## src/hdl/mdfa_pkg.sv

```systemverilog
// Shared types and constants for the multi-automaton pattern matcher.
package mdfa_pkg;

    typedef enum logic [1:0] {
        ACT_LOAD_TRANS = 2'd0,
        ACT_LOAD_DESC  = 2'd1,
        ACT_LOAD_LIST  = 2'd2,
        ACT_BYTE       = 2'd3
    } t_action;

    typedef struct packed {
        t_action     action;
        logic [1:0]  dfa_sel;
        logic [9:0]  from_state;
        logic [7:0]  byte_value;
        logic [9:0]  target_state;
        logic [4:0]  out_count;
        logic [11:0] out_base;
        logic [11:0] list_index;
        logic [15:0] pattern_value;
        logic        first_byte;
        logic        last_byte;
    } t_in_item;

    typedef struct packed {
        logic        match_valid;
        logic [15:0] pattern_out;
        logic        end_of_packet;
        logic [12:0] packet_matches;
        logic        last_of_run;
    } t_out_item;

    // Output descriptor of one automaton state.
    typedef struct packed {
        logic [4:0]  count;
        logic [11:0] base;
    } t_desc;

    typedef enum logic [2:0] {
        ST_IDLE,
        ST_TRANS_RD,
        ST_DESC_RD,
        ST_DESC_WAIT,
        ST_DESC_TAKE,
        ST_REDUCE,
        ST_LIST_RD,
        ST_EMIT
    } t_seq_state;

    localparam logic [12:0] MATCH_MAX = 13'h1FFF;

endpackage

```

## src/hdl/mdfa_ctrl.sv

```systemverilog
// Sequencer that walks the automaton and emits match and end-of-packet items through one adder.
module mdfa_ctrl
    import mdfa_pkg::*;
#(
    parameter int NUM_DFA        = 4,
    parameter int STATES_PER_DFA = 1024,
    parameter int LIST_DEPTH     = 4096,
    parameter int SLOT_W         = $clog2(NUM_DFA * STATES_PER_DFA),
    parameter int LA_W           = $clog2(LIST_DEPTH)
) (
    input  logic              i_clk,
    input  logic              i_rst_n,
    input  logic              i_in_valid,
    input  t_in_item          i_in_item,
    output logic              o_in_ready,
    output logic              o_out_valid,
    output t_out_item         o_out_item,
    input  logic              i_out_ready,
    output logic [SLOT_W+7:0] o_trans_raddr,
    output logic [SLOT_W-1:0] o_desc_raddr,
    output logic [LA_W-1:0]   o_list_raddr,
    input  logic [9:0]        i_trans_rdata,
    input  t_desc             i_desc_rdata,
    input  logic [15:0]       i_list_rdata
);

    localparam logic [SLOT_W-1:0] STATES_C = SLOT_W'(STATES_PER_DFA);
    localparam logic [16:0]       LD_C     = 17'(LIST_DEPTH);
    localparam logic [16:0]       NEG_LD_C = 17'(~LD_C + 17'd1);

    t_seq_state  r_st, n_st;
    t_in_item    r_item, n_item;
    logic [9:0]  r_cur, n_cur;
    logic [12:0] r_cnt_m, n_cnt_m;
    logic [4:0]  r_cnt, n_cnt;
    logic [4:0]  r_i, n_i;
    logic [16:0] r_addr, n_addr;
    logic        r_out_valid, n_out_valid;
    t_out_item   r_out, n_out;

    logic              w_accept;
    logic              w_out_free;
    logic              w_slot_ok;
    logic [SLOT_W-1:0] w_slot;
    logic [16:0]       w_alu_b;
    logic [16:0]       w_alu_sum;
    logic              w_need_reduce;
    logic              w_last_match;
    logic [12:0]       w_cnt_inc;

    assign w_accept   = i_in_valid && o_in_ready;
    assign w_out_free = !r_out_valid || i_out_ready;

    // One slot address serves both the transition and the descriptor read.
    assign w_slot_ok = (5'(r_item.dfa_sel) < 5'(NUM_DFA))
                    && (17'(r_cur) < 17'(STATES_PER_DFA));
    assign w_slot    = SLOT_W'(SLOT_W'(r_item.dfa_sel) * STATES_C + SLOT_W'(r_cur));

    assign o_trans_raddr = {w_slot, r_item.byte_value};
    assign o_desc_raddr  = w_slot;
    assign o_list_raddr  = r_addr[LA_W-1:0];

    // Shared adder: subtracts the list depth while reducing the base address,
    // and steps the list address by one while emitting.
    assign w_alu_b       = (r_st == ST_REDUCE) ? NEG_LD_C : 17'd1;
    assign w_alu_sum     = r_addr + w_alu_b;
    assign w_need_reduce = r_addr >= LD_C;

    assign w_last_match = (6'(r_i) + 6'd1) == 6'(r_cnt);
    assign w_cnt_inc    = (r_cnt_m != MATCH_MAX) ? r_cnt_m + 13'd1 : r_cnt_m;

    assign o_in_ready  = (r_st == ST_IDLE);
    assign o_out_valid = r_out_valid;
    assign o_out_item  = r_out;

    always_comb begin
        n_st = r_st;
        case (r_st)
            ST_IDLE: begin
                if (w_accept && i_in_item.action == ACT_BYTE) begin
                    n_st = ST_TRANS_RD;
                end
            end
            ST_TRANS_RD:  n_st = ST_DESC_RD;
            ST_DESC_RD:   n_st = ST_DESC_WAIT;
            ST_DESC_WAIT: n_st = ST_DESC_TAKE;
            ST_DESC_TAKE: n_st = ST_REDUCE;
            ST_REDUCE: begin
                if (w_need_reduce) begin
                    n_st = ST_REDUCE;
                end else if (r_i < r_cnt) begin
                    n_st = ST_LIST_RD;
                end else if (r_item.last_byte) begin
                    n_st = ST_EMIT;
                end else begin
                    n_st = ST_IDLE;
                end
            end
            ST_LIST_RD: n_st = ST_EMIT;
            ST_EMIT: begin
                if (w_out_free) begin
                    if (r_i < r_cnt && !w_last_match) begin
                        n_st = ST_LIST_RD;
                    end else if (r_i < r_cnt && r_item.last_byte) begin
                        n_st = ST_EMIT;
                    end else begin
                        n_st = ST_IDLE;
                    end
                end
            end
            default: n_st = ST_IDLE;
        endcase
    end

    always_comb begin
        n_item      = r_item;
        n_cur       = r_cur;
        n_cnt_m     = r_cnt_m;
        n_cnt       = r_cnt;
        n_i         = r_i;
        n_addr      = r_addr;
        n_out       = r_out;
        n_out_valid = r_out_valid && !i_out_ready;
        case (r_st)
            ST_IDLE: begin
                if (w_accept && i_in_item.action == ACT_BYTE) begin
                    n_item = i_in_item;
                    if (i_in_item.first_byte) begin
                        n_cur   = '0;
                        n_cnt_m = '0;
                    end
                end
            end
            ST_DESC_RD: begin
                n_cur = w_slot_ok ? i_trans_rdata : 10'd0;
            end
            ST_DESC_TAKE: begin
                n_cnt  = w_slot_ok ? i_desc_rdata.count : 5'd0;
                n_addr = 17'(i_desc_rdata.base);
                n_i    = '0;
            end
            ST_REDUCE: begin
                if (w_need_reduce) begin
                    n_addr = w_alu_sum;
                end
            end
            ST_EMIT: begin
                if (w_out_free) begin
                    n_out_valid = 1'b1;
                    if (r_i < r_cnt) begin
                        // A match item for the current list entry.
                        n_out.match_valid    = 1'b1;
                        n_out.pattern_out    = i_list_rdata;
                        n_out.end_of_packet  = 1'b0;
                        n_out.packet_matches = w_cnt_inc;
                        n_out.last_of_run    = w_last_match && !r_item.last_byte;
                        n_cnt_m              = w_cnt_inc;
                        n_i                  = 5'(r_i + 5'd1);
                        n_addr               = (w_alu_sum == LD_C) ? 17'd0 : w_alu_sum;
                    end else begin
                        // End-of-packet item, after which the walk restarts.
                        n_out.match_valid    = 1'b0;
                        n_out.pattern_out    = 16'd0;
                        n_out.end_of_packet  = 1'b1;
                        n_out.packet_matches = r_cnt_m;
                        n_out.last_of_run    = 1'b1;
                        n_cur                = '0;
                        n_cnt_m              = '0;
                    end
                end
            end
            default: begin
            end
        endcase
    end

    always_ff @(posedge i_clk) begin
        if (!i_rst_n) begin
            r_st        <= ST_IDLE;
            r_cur       <= '0;
            r_cnt_m     <= '0;
            r_out_valid <= 1'b0;
        end else begin
            r_st        <= n_st;
            r_cur       <= n_cur;
            r_cnt_m     <= n_cnt_m;
            r_out_valid <= n_out_valid;
        end
    end

    always_ff @(posedge i_clk) begin
        r_item <= n_item;
        r_cnt  <= n_cnt;
        r_i    <= n_i;
        r_addr <= n_addr;
        r_out  <= n_out;
    end

endmodule

```

## config.mk

```make
export PLATFORM = sky130hd
export DESIGN_NAME = mdfa_ctrl
export DESIGN_NICKNAME = d
export VERILOG_FILES = /design/src/hdl/mdfa_pkg.sv /design/src/hdl/mdfa_ctrl.sv
export SDC_FILE = /design/constraint.sdc
export NUM_CORES = 1
export LEC_CHECK = 0
export ABC_AREA = 1
export BUFFER_PORTS_ARGS = -buffer_cell sky130_fd_sc_hd__buf_2
export CAP_MARGIN = 10
export CORE_MARGIN = 1
export CORE_UTILIZATION = 45
export DETAILED_ROUTE_END_ITERATION = 8
export GPL_ROUTABILITY_DRIVEN = 0
export PLACE_DENSITY = 0.75
export SETUP_SLACK_MARGIN = 0.15
export SLEW_MARGIN = 10
export SYNTH_ARGS = -nofsm -noshare
export SYNTH_HDL_FRONTEND = slang
export SYNTH_SLANG_ARGS = --single-unit
```

## constraint.sdc

```tcl
create_clock -name i_clk -period 3.45 [get_ports i_clk]
set_input_delay 0.69 -clock i_clk [delete_from_list [all_inputs] [get_ports i_clk]]
set_output_delay 0.69 -clock i_clk [all_outputs]
set_load 0.005 [all_outputs]
```

==> results by group <==
STA
  – Worst-Margin Slew: 1.09 ns
  – Setup violators final: 0
  – RSZ-0062 raised after global routing: false
  – Fin Hold WS: 0.474 ns
  – Tcrit/Tclk final: 0.742
  – Clk_skew: 0.00743 ns
  – Setup_tns: 0 ns
  – Slew HR: 0.272
  – Period minus WS final: 2.56 ns
  – Final worst slack: 0.890 ns
  – Fmax: 0.391 GHz
  – Final Max Tran Viols: 0
  – Hold Vio Cnt, Final: 0

Logic synthesis
  – Post-synth top area share: 0.404
  – Syn. warnings: 0
  – Most frequent cells after synthesis: nand2_1, inv_1, edfxtp_1
  – Register area share after synthesis: 0.507
  – Ys async rst share: 0
  – Mean Syn Cell Area: 8.27 sq um
  – Synth Register Bits: 97
  – Synthesized Nets: 766
  – Cell with the most instances after synthesis: nand2_1
  – Mapped cell area: 5210 sq um
  – Post-synth EDFFs: 70
  – Largest cells by area after synthesis: edfxtp_1, nand2_1, dfxtp_1
  – Leading area contributor after synthesis: edfxtp_1
  – Top_reg_cell synth: edfxtp_1
  – Post-Synthesis Cells: 630
  – Yosys cell types: 37

Job
  – Max cap viols: 0

Global routing
  – Largest net degree at the start of global routing: 26
  – GRT overflow: 0
  – Total GRT Usage: 0.199
  – Initial antenna violation count: 0
  – First-pass GRT wire length: 18.2 mm
  – Vias in the first global route: 4104

Final layout
  – Net count, final: 875
  – Register area: 2640 sq um
  – Synthesis-to-finish area growth: 18.4%
  – Antenna diodes: 0
  – Post-route cell area: 6160 sq um
  – Multi-input gate area: 1940 sq um
  – FILL cells: 1016
  – Ratio of cells with drive above 1 in the final layout: 0.243

Floorplan
  – Core Footprint: 11100 sq um
  – Die height: 110 um
  – Site row count: 38
  – Initial Util: 0.470
  – Die area: 12000 sq um
  – Die Wd: 110 um
  – Io pins: 204

Detailed routing
  – Final ANT Viol Nets: 0
  – Vias: 4443
  – Pre-antenna DRT Iters: 5
  – DRC Markers: 0
  – Initial drt markers: 268
  – Via density: 5.03
  – WL/cell: 13.0 um
  – Post-Route WL: 11.5 mm

Worst setup path
  – Worst setup SP type: flop
  – CP Data Required Time: 3.55 ns
  – WP data arrival: 2.66 ns
  – Worst path max stage delay: 0.50 ns
  – Crit path max fanout: 8
  – Sum of buffers and inverters on the critical path: 1
  – Delay-heaviest family, CP: simple AND/OR/NAND/NOR gates
  – CP endpoint kind: flop
  – CP max-delay cell: dfxtp_1
  – CP Class: flop to flop
  – Worst path most repeated cell: nand2_1
  – Worst path cell trace: nand3_1, nand2_1, inv_1, ha_1, or2_2, nor2_1, nand2_1, nor2_1, nand2_1, nor2_1, nand2_1, nor2_1, nand4_1, nand2_1, a21oi_1

Clock network
  – Root Buffer Master: clkbuf_16
  – CTS tree: built
  – H-tree depth: 3
  – Clock sink total: 97
  – Hold-fix buffers, CTS: 0
  – Clock-pin slew on the worst setup and hold paths: 0.07 ns
  – TritonCTS buffer count: 9
  – Clk Latency, worst-skew pair: 0.35 ns
  – Deepest clock path buffer count: 2
  – Post-CTS setup buffers: 0
  – CTS resizes: 0

Pwr
  – Pwr dens: 415 nW/um^2
  – Clock network fraction of total power: 0.421
  – Logic gate share of total power: 0.077
  – Max VDD drop: 283 uV
  – Sequential Power Share: 0.503
  – Internal power: 1990 uW
  – Net switching power: 571 uW
  – Design Power: 2560 uW
  – P_leak: 0.00280 uW
  – Switching Share: 0.223

Placed design
  – Placement Cell Area: 5840 sq um
  – Hpwl dp: 8.50 mm
  – IO buf count: 138
  – Post-Place Worst Slack: 0.905 ns

Hold path
  – HP Class: flop to flop

Status
  – Status: finished clean
per-stage QoR:
stage          utilization  cells
2_1_floorplan            -    630
3_3_place_gp         0.528    868
3_5_place_dp         0.528    868
4_1_cts              0.556    884
5_1_grt              0.556    884
6_report             0.556    884
kinds of logic (layout without fill, tap and decap cells):
family	Yosys count	in the layout	synth area share
AO/OA/AOI/OAI	84	84	0.0884
XOR/XNOR	10	10	0.0168
adder cells (fa/ha/maj)	10	10	0.0240
buffers and inverters	133	247	0.122
flip-flops	97	97	0.507
AND/OR/NAND/NOR	296	296	0.241
cells in the final DEF (no fill, tap or decap), drive strengths merged:
master | Yosys | final
a211oi | 1 | 1
a21boi | 1 | 1
a21o | 3 | 3
a21oi | 37 | 37
a22oi | 2 | 2
and3 | 1 | 1
buf | 42 | 147
bufinv | 0 | 2
clkbuf | 7 | 10
clkinv | 1 | 4
dfxtp | 27 | 27
edfxtp | 70 | 70
ha | 10 | 10
inv | 83 | 84
nand2 | 171 | 171
nand3 | 31 | 31
nand3b | 4 | 4
nand4 | 12 | 12
nor2 | 71 | 71
nor3 | 4 | 4
nor4 | 1 | 1
o211ai | 3 | 3
o21a | 1 | 1
o21ai | 33 | 33
o21bai | 3 | 3
or2 | 1 | 1
xnor2 | 3 | 3
xor2 | 7 | 7
power groups by stage:
stage	registers [uW]	logic, uW	clock network, uW
after floorplan	1310	133	0
after global placement	1310	194	0
after detailed placement	1310	199	0
after CTS	1280	200	1100
after global routing	1290	223	1150
final	1290	196	1080
area by class of cell:
cell class | count | area share
clock buffers | 10 | 0.0371
clock inverters | 6 | 0.0148
inverters | 84 | 0.0511
multi-input cells | 400 | 0.315
flip-flops and latches | 97 | 0.429
well taps | 140 | 0.0284
repair buffers | 147 | 0.125
state kept, by name, indices dropped and copies added (netlist names):
register,count
o_out_item,32
r_addr,17
r_cnt_m,13
r_cur,10
o_trans_raddr,8
r_cnt,5
r_i,5
r_item,3
r_st,3
o_out_valid,1
routing by layer:
| metal | wire, um | GRT usage | share of wire |
|---|---|---|---|
| met1 | 4870 | 0.235 | 0.42 |
| met2 | 5650 | 0.349 | 0.49 |
| met3 | 769 | 0.0456 | 0.067 |
| met4 | 210 | 0.0771 | 0.018 |
| met5 | 0 | 0 | 0 |
final timing paths:
check | startpoint | endpoint | slack [ns] | cells after the start
setup / recovery | r_st[0] | r_addr[12] | 0.89 | 15
hold / removal | r_cur[1] | r_cur[1] | 0.47 | 2
setup reg to reg | r_st[0] | r_addr[12] | 0.89 | 15
hold reg to reg | r_cur[1] | r_cur[1] | 0.47 | 2
worst reg2reg max path: stages (launching register included):
cell and delay (ns):
dfxtp_1 0.50, nand3_1 0.28, nand2_1 0.14, inv_1 0.05
ha_1 0.27, or2_2 0.28, nor2_1 0.10, nand2_1 0.06
nor2_1 0.09, nand2_1 0.06, nor2_1 0.10, nand2_1 0.06
nor2_1 0.09, nand4_1 0.09, nand2_1 0.07, a21oi_1 0.07
Note: power is estimated with default switching activity, not from simulation.
